==> src/hdl/jsu_pkg.sv <==
// Shared types and codes for the JSON string unescaper.
// Used by jsu_decode and json_string_unescape_top; depends on nothing.

package jsu_pkg;

    typedef enum logic [2:0] {
        PH_WAIT = 3'd0,
        PH_BODY = 3'd1,
        PH_ESC  = 3'd2,
        PH_HEX1 = 3'd3,
        PH_HEX2 = 3'd4,
        PH_HEX3 = 3'd5,
        PH_HEX4 = 3'd6
    } phase_t;

    localparam logic [2:0] ERR_NONE    = 3'd0;
    localparam logic [2:0] ERR_QUOTE   = 3'd1;
    localparam logic [2:0] ERR_CTRL    = 3'd2;
    localparam logic [2:0] ERR_ESC     = 3'd3;
    localparam logic [2:0] ERR_UNI     = 3'd4;
    localparam logic [2:0] ERR_UNTERM  = 3'd5;

    localparam int unsigned MAX_RESULTS = 3;
    localparam int unsigned CNT_W       = 2;
    localparam int unsigned CP_PART_W   = 12;

    // One burst of results caused by a single input item. All results in a
    // burst share the flags; only decoded bytes come in bursts longer than one.
    typedef struct packed {
        logic [CNT_W-1:0]                count;
        logic [MAX_RESULTS-1:0][7:0]     bytes;
        logic                            byte_valid;
        logic                            done;
        logic [2:0]                      err;
    } burst_t;

endpackage

==> src/hdl/jsu_decode.sv <==
// Combinational decode of one input item against the current phase.
// Produces the next phase, the next partial code point and the result burst.
// Depends on jsu_pkg.

module jsu_decode (
    input  jsu_pkg::phase_t                      phase,
    input  logic [jsu_pkg::CP_PART_W-1:0]        partial_cp,
    input  logic [7:0]                           data_byte,
    input  logic                                 input_end,
    output jsu_pkg::phase_t                      phase_next,
    output logic [jsu_pkg::CP_PART_W-1:0]        partial_cp_next,
    output jsu_pkg::burst_t                      burst
);

    localparam logic [7:0] CH_QUOTE = 8'h22;
    localparam logic [7:0] CH_BSL   = 8'h5C;
    localparam logic [7:0] CH_U     = 8'h75;

    logic       hex_ok;
    logic [3:0] hex_val;
    logic       esc_ok;
    logic [7:0] esc_val;
    logic [15:0] cp;

    always_comb begin
        hex_ok  = 1'b1;
        hex_val = 4'd0;
        if (data_byte >= 8'h30 && data_byte <= 8'h39) begin
            hex_val = 4'(data_byte - 8'h30);
        end else if (data_byte >= 8'h61 && data_byte <= 8'h66) begin
            hex_val = 4'(data_byte - 8'h57);
        end else if (data_byte >= 8'h41 && data_byte <= 8'h46) begin
            hex_val = 4'(data_byte - 8'h37);
        end else begin
            hex_ok = 1'b0;
        end
    end

    always_comb begin
        esc_ok  = 1'b1;
        esc_val = 8'h00;
        unique case (data_byte)
            8'h22: esc_val = 8'h22;
            8'h5C: esc_val = 8'h5C;
            8'h2F: esc_val = 8'h2F;
            8'h62: esc_val = 8'h08;
            8'h66: esc_val = 8'h0C;
            8'h6E: esc_val = 8'h0A;
            8'h72: esc_val = 8'h0D;
            8'h74: esc_val = 8'h09;
            default: esc_ok = 1'b0;
        endcase
    end

    assign cp = {partial_cp, hex_val};

    // Next state
    always_comb begin
        phase_next      = phase;
        partial_cp_next = partial_cp;
        if (input_end) begin
            phase_next      = jsu_pkg::PH_WAIT;
            partial_cp_next = '0;
        end else begin
            unique case (phase)
                jsu_pkg::PH_WAIT: begin
                    partial_cp_next = '0;
                    phase_next = (data_byte == CH_QUOTE) ? jsu_pkg::PH_BODY
                                                         : jsu_pkg::PH_WAIT;
                end
                jsu_pkg::PH_BODY: begin
                    if (data_byte == CH_QUOTE || data_byte < 8'h20) begin
                        phase_next      = jsu_pkg::PH_WAIT;
                        partial_cp_next = '0;
                    end else if (data_byte == CH_BSL) begin
                        phase_next = jsu_pkg::PH_ESC;
                    end
                end
                jsu_pkg::PH_ESC: begin
                    if (data_byte == CH_U) begin
                        phase_next      = jsu_pkg::PH_HEX1;
                        partial_cp_next = '0;
                    end else if (esc_ok) begin
                        phase_next = jsu_pkg::PH_BODY;
                    end else begin
                        phase_next      = jsu_pkg::PH_WAIT;
                        partial_cp_next = '0;
                    end
                end
                jsu_pkg::PH_HEX1, jsu_pkg::PH_HEX2, jsu_pkg::PH_HEX3: begin
                    if (hex_ok) begin
                        partial_cp_next = cp[jsu_pkg::CP_PART_W-1:0];
                        phase_next      = jsu_pkg::phase_t'(phase + 3'd1);
                    end else begin
                        phase_next      = jsu_pkg::PH_WAIT;
                        partial_cp_next = '0;
                    end
                end
                jsu_pkg::PH_HEX4: begin
                    phase_next      = hex_ok ? jsu_pkg::PH_BODY : jsu_pkg::PH_WAIT;
                    partial_cp_next = '0;
                end
                // unused code behaves as waiting for the opening quote
                default: begin
                    partial_cp_next = '0;
                    phase_next = (data_byte == CH_QUOTE) ? jsu_pkg::PH_BODY
                                                         : jsu_pkg::PH_WAIT;
                end
            endcase
        end
    end

    // Result burst
    always_comb begin
        burst            = '0;
        burst.err        = jsu_pkg::ERR_NONE;
        if (input_end) begin
            burst.count = 2'd1;
            unique case (phase)
                jsu_pkg::PH_BODY: burst.err = jsu_pkg::ERR_UNTERM;
                jsu_pkg::PH_ESC:  burst.err = jsu_pkg::ERR_ESC;
                jsu_pkg::PH_HEX1, jsu_pkg::PH_HEX2, jsu_pkg::PH_HEX3,
                jsu_pkg::PH_HEX4: burst.err = jsu_pkg::ERR_UNI;
                default:          burst.err = jsu_pkg::ERR_QUOTE;
            endcase
        end else begin
            unique case (phase)
                jsu_pkg::PH_WAIT: begin
                    if (data_byte != CH_QUOTE) begin
                        burst.count = 2'd1;
                        burst.err   = jsu_pkg::ERR_QUOTE;
                    end
                end
                jsu_pkg::PH_BODY: begin
                    if (data_byte == CH_QUOTE) begin
                        burst.count = 2'd1;
                        burst.done  = 1'b1;
                    end else if (data_byte < 8'h20) begin
                        burst.count = 2'd1;
                        burst.err   = jsu_pkg::ERR_CTRL;
                    end else if (data_byte != CH_BSL) begin
                        burst.count      = 2'd1;
                        burst.byte_valid = 1'b1;
                        burst.bytes[0]   = data_byte;
                    end
                end
                jsu_pkg::PH_ESC: begin
                    if (data_byte == CH_U) begin
                        burst.count = 2'd0;
                    end else if (esc_ok) begin
                        burst.count      = 2'd1;
                        burst.byte_valid = 1'b1;
                        burst.bytes[0]   = esc_val;
                    end else begin
                        burst.count = 2'd1;
                        burst.err   = jsu_pkg::ERR_ESC;
                    end
                end
                jsu_pkg::PH_HEX1, jsu_pkg::PH_HEX2, jsu_pkg::PH_HEX3: begin
                    if (!hex_ok) begin
                        burst.count = 2'd1;
                        burst.err   = jsu_pkg::ERR_UNI;
                    end
                end
                jsu_pkg::PH_HEX4: begin
                    if (!hex_ok) begin
                        burst.count = 2'd1;
                        burst.err   = jsu_pkg::ERR_UNI;
                    end else if (cp <= 16'h007F) begin
                        burst.count      = 2'd1;
                        burst.byte_valid = 1'b1;
                        burst.bytes[0]   = cp[7:0];
                    end else if (cp <= 16'h07FF) begin
                        burst.count      = 2'd2;
                        burst.byte_valid = 1'b1;
                        burst.bytes[0]   = 8'hC0 | {3'b000, cp[10:6]};
                        burst.bytes[1]   = 8'h80 | {2'b00, cp[5:0]};
                    end else begin
                        burst.count      = 2'd3;
                        burst.byte_valid = 1'b1;
                        burst.bytes[0]   = 8'hE0 | {4'b0000, cp[15:12]};
                        burst.bytes[1]   = 8'h80 | {2'b00, cp[11:6]};
                        burst.bytes[2]   = 8'h80 | {2'b00, cp[5:0]};
                    end
                end
                default: begin
                    if (data_byte != CH_QUOTE) begin
                        burst.count = 2'd1;
                        burst.err   = jsu_pkg::ERR_QUOTE;
                    end
                end
            endcase
        end
    end

endmodule

==> src/hdl/json_string_unescape_top.sv <==
// Top level of the JSON string unescaper: stream ports, parser state and
// the result burst register. Depends on jsu_pkg and jsu_decode.

// Feed a quoted JSON string one byte per item, opening quote first; set
// s_tuser to mark end of input instead of a byte. Each item is decoded in
// the cycle it is accepted and its results (zero to three) land in one
// burst register that drains one result per cycle on the master side while
// m_tready is high. A new item is taken every cycle as long as each one yields
// at most one result and m_tready stays high; a \u escape whose code point
// needs two or three UTF-8 bytes holds the input while the burst drains.
// m_tlast marks the final result caused by an input item. After a closing
// quote or any error the block waits for a new opening quote.

module json_string_unescape_top (
    input  logic       aclk,
    input  logic       aresetn,
    input  logic       s_tvalid,
    output logic       s_tready,
    input  logic [7:0] s_tdata,   // [7:0] data_byte
    input  logic       s_tuser,   // [0] input_end
    output logic       m_tvalid,
    input  logic       m_tready,
    output logic [7:0] m_tdata,   // [7:0] out_byte
    output logic [7:0] m_tuser,   // [0] byte_valid, [1] string_done,
                                  // [4:2] error_code, [7:5] zero
    output logic       m_tlast    // last_of_run
);

    jsu_pkg::phase_t                    phase_reg, phase_next, dec_phase;
    logic [jsu_pkg::CP_PART_W-1:0]      pcp_reg, pcp_next, dec_pcp;
    jsu_pkg::burst_t                    burst_reg, burst_next, dec_burst;
    logic                               busy_reg, busy_next;
    logic [jsu_pkg::CNT_W-1:0]          idx_reg, idx_next;

    logic s_fire;
    logic m_fire;
    logic last_out;

    jsu_decode u_decode (
        .phase           (phase_reg),
        .partial_cp      (pcp_reg),
        .data_byte       (s_tdata),
        .input_end       (s_tuser),
        .phase_next      (dec_phase),
        .partial_cp_next (dec_pcp),
        .burst           (dec_burst)
    );

    assign last_out = (idx_reg == jsu_pkg::CNT_W'(burst_reg.count - 2'd1));
    assign s_tready = !busy_reg || (m_tready && last_out);
    assign s_fire   = s_tvalid && s_tready;
    assign m_fire   = busy_reg && m_tready;

    assign m_tvalid = busy_reg;
    assign m_tdata  = burst_reg.bytes[idx_reg];
    assign m_tuser  = {3'b000, burst_reg.err, burst_reg.done, burst_reg.byte_valid};
    assign m_tlast  = last_out;

    always_comb begin
        phase_next = phase_reg;
        pcp_next   = pcp_reg;
        burst_next = burst_reg;
        busy_next  = busy_reg;
        idx_next   = idx_reg;
        // advance or retire the burst being drained
        if (m_fire) begin
            if (last_out) begin
                busy_next = 1'b0;
                idx_next  = '0;
            end else begin
                idx_next = idx_reg + 2'd1;
            end
        end
        if (s_fire) begin
            phase_next = dec_phase;
            pcp_next   = dec_pcp;
            if (dec_burst.count != 2'd0) begin
                burst_next = dec_burst;
                busy_next  = 1'b1;
                idx_next   = '0;
            end
        end
    end

    always_ff @(posedge aclk) begin
        if (!aresetn) begin
            phase_reg <= jsu_pkg::PH_WAIT;
            pcp_reg   <= '0;
            busy_reg  <= 1'b0;
            idx_reg   <= '0;
        end else begin
            phase_reg <= phase_next;
            pcp_reg   <= pcp_next;
            busy_reg  <= busy_next;
            idx_reg   <= idx_next;
        end
    end

    always_ff @(posedge aclk) begin
        burst_reg <= burst_next;
    end

endmodule
==> config.mk <==
export PLATFORM = sky130hd
export DESIGN_NAME = json_string_unescape_top
export DESIGN_NICKNAME = d
export VERILOG_FILES = /design/src/hdl/jsu_pkg.sv /design/src/hdl/jsu_decode.sv /design/src/hdl/json_string_unescape_top.sv
export SDC_FILE = /design/constraint.sdc
export NUM_CORES = 1
export LEC_CHECK = 0
export ABC_AREA = 1
export BUFFER_PORTS_ARGS = -buffer_cell sky130_fd_sc_hd__buf_2
export CAP_MARGIN = 30
export CORE_AREA = 3 3 90 92
export CTS_CLUSTER_SIZE = 14
export DETAILED_ROUTE_END_ITERATION = 10
export DIE_AREA = 0 0 93 95
export GPL_ROUTABILITY_DRIVEN = 0
export GPL_TIMING_DRIVEN = 0
export PLACE_DENSITY = 0.61
export SLEW_MARGIN = 0
export SYNTH_ARGS = -nofsm -noshare
export SYNTH_HDL_FRONTEND = slang
export SYNTH_SLANG_ARGS = --single-unit
export TNS_END_PERCENT = 30
==> constraint.sdc <==
create_clock -name aclk -period 4.2 [get_ports aclk]
set_input_delay 0.42 -clock aclk [delete_from_list [all_inputs] [get_ports aclk]]
set_output_delay 0.42 -clock aclk [all_outputs]
set_load 0.01 [all_outputs]
==> results of run 1 <==
==> path summary, 6_finish.rpt <==
path / start / to / slack, ns
worst max register to register: phase_reg[1] / burst_reg[24] / 1.68
worst min-delay path: phase_reg[0] / phase_reg[0] / 0.52
worst max-delay path: phase_reg[1] / burst_reg[24] / 1.68
worst min register to register: phase_reg[0] / phase_reg[0] / 0.52
==> layout make-up <==
cell class	instances	share of cell area, %
buffer	21	3.52
inverter	68	7.01
clock inverter	3	1.30
clock buffer	5	1.88
multi-input combinational	326	45.6
sequential	47	33.6
tap	99	3.38
timing repair buffer	27	3.69
==> worst max-delay path, delay by kind of cell, from the launching register on <==
family / cells / cell delay (ns)
compound gates: 1 / 0.41
fa+ha+maj: 1 / 0.16
buf+inv: 3 / 0.40
flops: 1 / 0.34
simple gates: 4 / 0.86
==> Yosys cell counts (all sizes together) <==
| library cell | count | area, um2 |
|---|---|---|
| nand2 | 115 | 487 |
| nor2 | 72 | 317 |
| inv | 65 | 244 |
| nand3 | 41 | 245 |
| edfxtp | 29 | 871 |
| a21oi | 26 | 138 |
| o21ai | 24 | 120 |
| buf | 18 | 118 |
| dfxtp | 18 | 360 |
| nand4 | 15 | 93.8 |
| ha | 8 | 100 |
| o211ai | 6 | 45.0 |
| a31oi | 4 | 25.0 |
| clkbuf | 3 | 11.3 |
| clkinv | 3 | 12.5 |
| o21a | 3 | 22.5 |
| a211oi | 2 | 15.0 |
| a22oi | 2 | 15.0 |
| conb | 1 | 3.75 |
| nor3 | 1 | 5.00 |
| nor4 | 1 | 6.26 |
| or2 | 1 | 6.26 |
| xnor2 | 1 | 8.76 |
| xor2 | 1 | 8.76 |
==> per-stage QoR <==
step                setup WS [ns]  util, %  area (um2)  total power, mW
finish                       1.68     50.2        3660             1.23
floorplan                    2.09        -        3290            0.801
global placement             1.57     48.6        3540            0.889
CTS                          1.73     50.2        3660             1.23
detailed placement           1.57     48.6        3540            0.891
global route                 1.41     50.2        3660             1.30
==> report_power, final <==
| group | switching [mW] | internal [mW] |
|---|---|---|
| combinational | 0.208 | 0.102 |
| clock | 0.163 | 0.181 |
| sequential | 0.0276 | 0.545 |
| total | 0.399 | 0.828 |
==> metal layers <==
metal	up-vias	share of wire (%)
met4	0	1.1
met5	-	0
li1	1563	-
met3	9	4.2
met2	72	46
met1	1436	48
==> cell families after synthesis <==
family | Yosys count
and+or+nand+nor | 246
buffers and inverters | 89
AOI/OAI and AO/OA | 67
DFF | 47
adders and majority gates | 8
xor gates and xnor gates | 2
other | 1
==> reports/metrics.yaml, run 1 <==
floorplan:
  start_util_pct: 45.0
  chipWidth_um: 93
  rows: 31
  ioPinCount: 32
  die_y_um: 95
  dieArea_um2: 8840
  coreArea_um2: 7290
power:
  ir_drop_uv: 178
  p_leak_nw: 1.65
  power_density_nw_per_um2: 335
final_layout:
  mostFrequentLayoutCell: "nand2_1"
  nets: 517
  seq_area_um2: 1230
  drive_gt1_share_pct: 19.5
  mostFrequentLayoutCells: "101 x nand2_1, 65 x nor2_1, 50 x inv_1, 36 x nand3_1, 34 x buf_2"
  final_cells: 596
  diodes: 0
  fillers: 777
  multi_input_area_um2: 1670
  area_growth_pct: 11.7
  largest_register_ffs: 24
min_path:
  hold_depth: 2
  hold_path_class: "reg -> reg"
timing:
  fin_hold_ws_ns: 0.522
  finalCriticalPeriod_ns: 2.52
  max_slew_margin_pct: 55.2
  max_freq_mhz: 397
  hold_viol: 0
  timing.setup.tns_ns: 0
  timing.final.crit_share_pct: 60.0
  slew_violations: 0
  tightest_slew_ns: 0.672
  rsz0062_at_grt: "false"
  skew_ns: 0.0133
  setup_viol: 0
global_route:
  grt_use_met3_pct: 2.71
  grt_busiest_layer: "met2"
  grt_pass1_vias: 2763
  grt_pass1_wl_mm: 13.5
  track_usage_pct: 19.4
  grt.met1_usage_pct: 27.0
  antenna_found_initial: 0
  grtUsageMet2_pct: 32.3
  grt_max_degree: 32
  grt.overflow.total: 0
worst_setup_path:
  reg2regPathDepth: 9
  required_ns: 4.18
  critPathKind: "reg -> reg"
  crit_path_max_fanout: 31
  slowest_delay_ns: 0.41
  crit_chain: "inv_1 -> ha_1 -> inv_1 -> nor2_2 -> nor2_1 -> a31oi_1 -> nand4_1 -> nand2_1 -> inv_2"
  worst_path_max_delay_cell: "a31oi_1"
  start_kind: "flop"
  arrival_ns: 2.50
  cp_common_cell: "inv_1"
  endpoint_kind: "flop"
synthesis:
  synth_cell_type_count: 38
  synthMuxAreaShare_pct: 0
  synth_fa_ha_area_share_pct: 3.05
  netlist_instances: 460
  synth-compound-area-share_pct: 11.6
  yosysSeqAreaShare_pct: 37.6
  netlist_area_um2: 3280
  syn_area_per_cell_um2: 7.13
  ys_seq_elements: 47
  synth-simple-area-share_pct: 35.4
  synth_top_family_by_area: "simple AND/OR/NAND/NOR gates"
  synthXorXnorAreaFrac_pct: 0.534
  yosysWarnings: 0
clock_tree:
  cts.sinks: 47
  numCtsBuffers: 5
  cts_tree: "done"
  postCtsResizedCells: 0
  cts-htree-levels: 2
  root_buffer: "clkbuf_8"
  insertion_delay_ns: 0.30
  cts_setup_buffers: 0
  clk_path_buf_depth: 2
  cts_hold_buf: 0
  clk_pin_slew_ns: 0.10
flow_run:
  maxCapViolCount: 0
route:
  drcViolationCount: 0
  via_count: 3080
  antenna_left: 0
  wl_mm: 8.24
  wl_per_cell_um: 13.8
  vias_per_cell: 5.17
  dr.pass1.iters: 7
  drt-initial-drc-count: 252
run_status:
  outcome: "finished clean"
placed_design:
  io_buffers: 27
  dp_hpwl_mm: 6.35
  dp_cells: 588
Note: power is estimated with default switching activity, not from simulation.
==> inputs of run 2 (changes only) <==
Settings changed: ABC_AREA 1 to 0, CORE_AREA 3 3 90 92 to 3 3 88 90, DIE_AREA 0 0 93 95 to 0 0 91 93.
Clock period 4.2 ns to 2.5 ns, I/O delays scaled along.
==> reports/metrics.yaml, run 2 <==
timing:
  slew_violations: 0  # unchanged
  finalCriticalPeriod_ns: 2.35  # -0.173 ns
  rsz0062_at_grt: "true"
  timing.final.crit_share_pct: 93.9  # +34 points
  skew_ns: 0.00295  # -0.0104 ns
  max_freq_mhz: 426  # +7.4%
  max_slew_margin_pct: 52.7  # -2.5 points
  hold_viol: 0  # unchanged
  tightest_slew_ns: 0.703  # +0.0313 ns
  timing.setup.tns_ns: 0  # unchanged
  setup_viol: 0  # unchanged
floorplan:
  chipWidth_um: 91  # -2.2%
  dieArea_um2: 8460  # -4.2%
  rows: 31  # unchanged
  ioPinCount: 32  # unchanged
  start_util_pct: 43.9  # -1.1 points
  die_y_um: 93  # -2.1%
  coreArea_um2: 7140  # -2.1%
power:
  power.internal_mw: 1.16  # +40%
  swShare_pct: 25.8  # -6.7 points
  ir_drop_uv: 173  # -2.7%
  p_switching_uw: 402  # +0.82%
  sequentialPowerShare_pct: 55.7  # +9.0 points
  p_leak_nw: 1.27  # -23%
  power_frac_comb_pct: 15.9  # -9.3 points
  p_total_mw: 1.56  # +27%
  power_frac_clock_pct: 28.4  # +0.4 points
  power_density_nw_per_um2: 431  # +29%
synthesis:
  synthTopCellsByArea: "edfxtp_1 28%, dfxtp_1 12%, mux2i_1 7.0%"
  syn_area_per_cell_um2: 9.00  # +26%
  netlist_instances: 348  # -24%
  yosys_most_used_dff: "edfxtp_1"
  async_flop_share_pct: 0  # unchanged
  synth_most_common_cell: "nand2_1"
  netlist_area_um2: 3130  # -4.4%
  synth_cell_type_count: 69  # +82%
  synth_top_area_share_pct: 27.8  # +1.2 points
  synth_common_cells: "42 x nand2_1, 29 x edfxtp_1, 28 x nor2_1"
  yosysWarnings: 0  # unchanged
  yosys.area.top_type: "edfxtp_1"
  yosysSeqAreaShare_pct: 39.3  # +1.7 points
  synth-edff-count: 29  # unchanged
  ys_seq_elements: 47  # unchanged
flow_run:
  maxCapViolCount: 0  # unchanged
clock_tree:
  cts-htree-levels: 2  # unchanged
  clk_path_buf_depth: 2  # unchanged
  cts_tree: "done"
  root_buffer: "clkbuf_8"
  insertion_delay_ns: 0.29  # about the same
  clk_pin_slew_ns: 0.08  # -0.02 ns
  numCtsBuffers: 5  # unchanged
  cts.sinks: 47  # unchanged
final_layout:
  largest_register_ffs: 24  # unchanged
  multi_input_area_um2: 1790  # +7.3%
  drive_gt1_share_pct: 19.7  # +0.18 points
  mostFrequentLayoutCells: "42 x nand2_1, 30 x buf_2, 29 x edfxtp_1, 27 x nor2_1, 22 x mux2i_1"
  fillers: 727  # -6.4%
  diodes: 0  # unchanged
  area_growth_pct: 15.4
  mostFrequentLayoutCell: "nand2_1"
  seq_area_um2: 1230  # unchanged
  nets: 411  # -21%
route:
  wl_per_cell_um: 16.1  # +16%
  wl_mm: 7.87  # -4.5%
  via_count: 2771  # -10%
  drcViolationCount: 0  # unchanged
  dr.pass1.iters: 5  # -2
  vias_per_cell: 5.66  # +9.4%
  antenna_left: 0  # unchanged
  drt-initial-drc-count: 160  # -37%
global_route:
  grt.overflow.total: 0  # unchanged
  grt_max_degree: 17  # -47%
  track_usage_pct: 18.7  # -0.65 points
  antenna_found_initial: 0  # unchanged
  grt_pass1_vias: 2561  # -7.3%
  grt_pass1_wl_mm: 12.9  # -4.6%
min_path:
  hold_path_class: "in -> reg"
  hold_start: "aresetn"
  holdPathEnd: "phase_reg[0]"
  hold_depth: 3  # +1
worst_setup_path:
  start_kind: "flop"
  crit_path_max_fanout: 10  # -68%
  critPathKind: "reg -> reg"
  arrival_ns: 2.57  # +0.07 ns
  r2r_setup_slack_ns: 0.15  # -1.53 ns
  required_ns: 2.72  # -1.46 ns
  r2r-end: "idx_reg[0]"
  reg2regPathDepth: 8  # -1
  endpoint_kind: "flop"
  startpoint: "phase_reg[2]"
  worstReg2RegStart: "phase_reg[2]"
placed_design:
  io_buffers: 28  # +3.7%
  dp_hpwl_mm: 5.96  # -6.1%
run_status:
  outcome: "finished clean"
[run 2: power by group through the flow]
stage	clock (mW)	sequential (mW)	combinational, mW
after floorplan	0	0.884	0.149
after CTS	0.458	0.868	0.243
after global placement	0	0.886	0.220
after global routing	0.481	0.872	0.269
final	0.443	0.868	0.248
after detailed placement	0	0.887	0.221
[run 2: worst max path at each step]
stage,slack (ns),end,cells after the start
after detailed placement,-0.64,m_tuser[1],8
final,0.15,idx_reg[0],8
after global placement,-0.59,m_tuser[1],8
after CTS,0.05,pcp_reg[11],7
after floorplan,0.04,burst_reg[10],6
after global routing,-0.007,phase_reg[2],7
[run 2: cell type report]
type                       instances  share of cell area [%]
timing repair buffer              32                    5.05
clock inverter                     1                   0.138
inverter                          13                    1.35
multi-input combinational        265                    49.6
tap                               99                    3.43
clock buffer                       7                    2.11
buffer                            26                    4.33
sequential                        47                    34.0
[run 2: stage by stage]
stage	hold WS (ns)	setup slack, ns	util [%]	instance area [um2]	cells
floorplan	0.389	0.0424	-	3150	350
global placement	0.463	-0.593	47.9	3420	477
detailed placement	0.482	-0.637	47.9	3420	477
CTS	0.253	0.0471	50.1	3570	490
global route	0.277	-0.00655	50.7	3620	490
finish	0.261	0.153	50.7	3620	490
[run 2: worst max-delay path: stages, from the launching register on]
cell	delay, ns
dfxtp_1	0.38
buf_1	0.36
mux2i_1	0.16
a21oi_1	0.35
o211ai_1	0.17
a21oi_2	0.38
a21oi_4	0.10
buf_4	0.18
nor3b_1	0.17
[run 2: layer usage]
| metal | GRT usage (%) | share of wire [%] | up-vias |
|---|---|---|---|
| met4 | 5.15 | 1.7 | 0 |
| li1 | - | - | 1355 |
| met5 | 0 | 0 | - |
| met2 | 30.0 | 46 | 105 |
| met3 | 2.49 | 6.7 | 12 |
| met1 | 26.6 | 46 | 1299 |
[run 2: logic make-up after synthesis]
group | Yosys count | synth area share (%)
XOR/XNOR | 2 | 0.559
buffers and inverters | 39 | 6.55
other | 1 | 0.120
adder cells (fa/ha/maj) | 8 | 3.20
multiplexers | 22 | 7.03
AND/OR/NAND/NOR | 139 | 23.3
AO/OA/AOI/OAI | 90 | 20.0
flip-flops | 47 | 39.3
[run 2: repair_timing]
| item | 4_1_cts | 5_1_grt |
|---|---|---|
| setup buffers | 4 | 0 |
| resized for setup | 5 | 7 |
| endpoints found under the setup margin | 43 | 41 |
| gates cloned | 1 | 0 |
| pin swaps | 2 | 0 |
| hold buffers | 0 | 0 |
==> inputs of run 3 (changes only) <==
Settings changed: CORE_AREA 3 3 88 90 to 3 3 94 96, DIE_AREA 0 0 91 93 to 0 0 97 99, PLACE_DENSITY 0.61 to 0.6, SYNTH_HIERARCHICAL set to 1.
==> reports/metrics.yaml, run 3 <==
run_status:
  outcome: "finished clean"
worst_setup_path:
  critPathTopFamily: "compound AO/OA/AOI/OAI gates"
  setup.worst_path.end: "m_tuser[4]"
  crit_path_max_fanout: 8  # -2
  reg2regPathDepth: 10  # +2
  worst_path_max_delay_cell: "dfxtp_4"
  arrival_ns: 2.44  # -0.13 ns
  slowest_delay_ns: 0.38  # about the same
  endpoint_kind: "flop"
  required_ns: 2.46  # -0.26 ns
  cp_common_cell: "ha_4"
  r2r_setup_slack_ns: 0.02  # -0.14 ns
  r2r-end: "m_tuser[4]"
  path_depth: 10  # +2
  crit_buf_inv: 1  # -1
  worstReg2RegStart: "phase_reg[0]"
  start_kind: "flop"
  crit_chain: "ha_4 -> ha_4 -> a211oi_4 -> nor2b_4 -> a21o_1 -> a21oi_2 -> o211ai_1 -> o21ai_2 -> buf_4 -> a31oi_4"
  critPathKind: "reg -> reg"
  startpoint: "phase_reg[0]"
synthesis:
  netlist_instances: 397  # +14%
  synth_top_area_share_pct: 26.1  # -1.7 points
  netlist_area_um2: 3570  # +14%
  synthXorXnorAreaFrac_pct: 0.246  # -0.31 points
  synth-simple-area-share_pct: 26.0  # +2.7 points
  synthMuxAreaShare_pct: 7.02  # -0.014 points
  syn_area_per_cell_um2: 8.99  # -0.20%
  synthTopCellsByArea: "edfxtp_1 26%, dfxtp_1 10%, nand2_1 7.8%"
  synth-edff-count: 31  # +6.9%
  yosysWarnings: 6  # +6
  synth_cell_type_count: 78  # +13%
  yosys.area.top_type: "edfxtp_1"
  synth_fa_ha_area_share_pct: 3.16  # -0.038 points
  synth-compound-area-share_pct: 21.2  # +1.2 points
  yosysSeqAreaShare_pct: 36.2  # -3.1 points
  ys_seq_elements: 49  # +4.3%
  synth_top_family_by_area: "simple AND/OR/NAND/NOR gates"
  synth_common_cells: "74 x nand2_1, 31 x edfxtp_1, 30 x nor2_1"
  synth_most_common_cell: "nand2_1"
  yosys_most_used_dff: "edfxtp_1"
  async_flop_share_pct: 0  # unchanged
min_path:
  hold_path_class: "in -> reg"
placed_design:
  io_buffers: 26  # -7.1%
  placed_cell_area_um2: 3960  # +16%
  place_ws_ns: -0.775  # -0.138 ns
  dp_hpwl_mm: 6.99  # +17%
clock_tree:
  cts_hold_buf: 0  # unchanged
  numCtsBuffers: 5  # unchanged
  root_buffer: "clkbuf_8"
  cts_tree: "done"
  cts-htree-levels: 2  # unchanged
  cts.sinks: 49  # +4.3%
  insertion_delay_ns: 0.30  # about the same
  clk_pin_slew_ns: 0.10  # +0.02 ns
  clk_path_buf_depth: 2  # unchanged
route:
  via_count: 3170  # +14%
  drt-initial-drc-count: 165  # +3.1%
  wl_per_cell_um: 17.3  # +7.7%
  wl_mm: 9.55  # +21%
  vias_per_cell: 5.74  # +1.5%
  dr.pass1.iters: 4  # -1
  antenna_left: 0  # unchanged
  drcViolationCount: 0  # unchanged
power:
  p_leak_nw: 1.47  # +16%
  ir_drop_uv: 177  # +2.5%
  sequentialPowerShare_pct: 54.6  # -1.1 points
  swShare_pct: 24.7  # -1.1 points
  power.internal_mw: 1.23  # +6.3%
  p_switching_uw: 404  # +0.49%
  power_frac_comb_pct: 13.9  # -2.0 points
  power_density_nw_per_um2: 382  # -11%
  power_frac_clock_pct: 31.5  # +3.1 points
timing:
  max_freq_mhz: 403  # -5.4%
  rsz0062_at_grt: "true"
  skew_ns: 0.0111  # +0.00810 ns
  max_slew_margin_pct: 52.7  # +0.062 points
  tightest_slew_ns: 0.707  # +0.00410 ns
  setup_viol: 0  # unchanged
  finalCriticalPeriod_ns: 2.48  # +0.135 ns
  timing.final.crit_share_pct: 99.3  # +5.4 points
  finalWorstSetupSlack_ns: 0.0177  # -0.135 ns
  hold_viol: 0  # unchanged
  slew_violations: 0  # unchanged
final_layout:
  area_growth_pct: 19.8
  nets: 468  # +14%
  largest_register_ffs: 26  # +8.3%
  final_area_um2: 4270  # +18%
  drive_gt1_share_pct: 26.2  # +6.5 points
  diodes: 0  # unchanged
  multi_input_area_um2: 2280  # +27%
  mostFrequentLayoutCells: "72 x nand2_1, 31 x edfxtp_1, 27 x buf_2, 27 x nor2_1, 25 x mux2i_1"
  fillers: 773  # +6.3%
  mostFrequentLayoutCell: "nand2_1"
  seq_area_um2: 1300  # +5.7%
floorplan:
  chipWidth_um: 97  # +6.6%
  ioPinCount: 32  # unchanged
  coreArea_um2: 8130  # +14%
  start_util_pct: 43.9  # -0.044 points
  die_y_um: 99  # +6.5%
  dieArea_um2: 9600  # +13%
  rows: 33  # +6.5%
flow_run:
  maxCapViolCount: 0  # unchanged
global_route:
  track_usage_pct: 20.0  # +1.3 points
  antenna_found_initial: 0  # unchanged
  grt_pass1_vias: 2963  # +16%
  grt.overflow.total: 0  # unchanged
  grt_max_degree: 18  # +1
  grt_pass1_wl_mm: 15.7  # +22%
## run 3: worst min path at each step
| stage | cells past startpoint | to | start | slack [ns] |
|---|---|---|---|---|
| 6_report | 3 | pcp_reg[11] | aresetn | 0.25 |
| 5_1_grt | 2 | idx_reg[0] | aresetn | 0.27 |
| 4_1_cts | 3 | pcp_reg[11] | aresetn | 0.24 |
| 3_5_place_dp | 2 | phase_reg[1] | phase_reg[1] | 0.49 |
| 3_3_place_gp | 2 | phase_reg[1] | phase_reg[1] | 0.49 |
| 2_1_floorplan | 2 | pcp_reg[11] | aresetn | 0.40 |
## run 3: logic make-up after synthesis
kind of cell,after synthesis
mux,25
other cells,2
buf+inv,37
xor+xnor,1
compound gates,105
fa+ha+maj,9
simple gates,169
flops,49
## run 3: tightest hold or removal path, cell delays in order
cell     delay [ns]
buf_2          0.14
nand2_1        0.07
mux2i_1        0.06
## run 3: cell type report
cell class / instances / share of cell area [%]
tap: 105 / 3.07
clock buffer: 7 / 2.28
multi-input combinational: 316 / 53.4
inverter: 11 / 1.20
sequential: 49 / 30.5
buffer: 26 / 4.07
clock inverter: 1 / 0.0878
timing repair buffer: 37 / 5.39
## run 3: power groups by stage
stage | sequential [mW] | clock (mW) | combinational, mW
CTS | 0.893 | 0.531 | 0.223
finish | 0.892 | 0.515 | 0.227
global route | 0.895 | 0.567 | 0.246
global placement | 0.910 | 0 | 0.205
floorplan | 0.909 | 0 | 0.141
detailed placement | 0.911 | 0 | 0.208
## run 3: stage by stage
| step | setup TNS [ns] | hold WS [ns] | instances | total power [mW] | utilization [%] |
|---|---|---|---|---|---|
| 2_1_floorplan | 0 | 0.400 | 400 | 1.05 | - |
| 3_3_place_gp | -23.85 | 0.493 | 531 | 1.12 | 48.7 |
| 3_5_place_dp | -25.33 | 0.492 | 531 | 1.12 | 48.7 |
| 4_1_cts | 0 | 0.242 | 545 | 1.65 | 51.2 |
| 5_1_grt | -1.44 | 0.266 | 552 | 1.71 | 52.5 |
| 6_report | 0 | 0.252 | 552 | 1.63 | 52.5 |
## run 3: timing repair
item	4_1_cts	5_1_grt
hold endpoints to repair	0	0
pin swaps	1	5
resized for setup	5	14
endpoints found under the setup margin	39	43
setup buffers	4	7
cloned	2	0
## run 3: metal layers
layer | track usage [%] | vias up | routed length [um]
met2 | 34.1 | 99 | 4590
li1 | - | 1559 | -
met3 | 2.55 | 10 | 518
met1 | 27.1 | 1502 | 4320
met5 | 0 | - | 0
met4 | 4.54 | 0 | 120
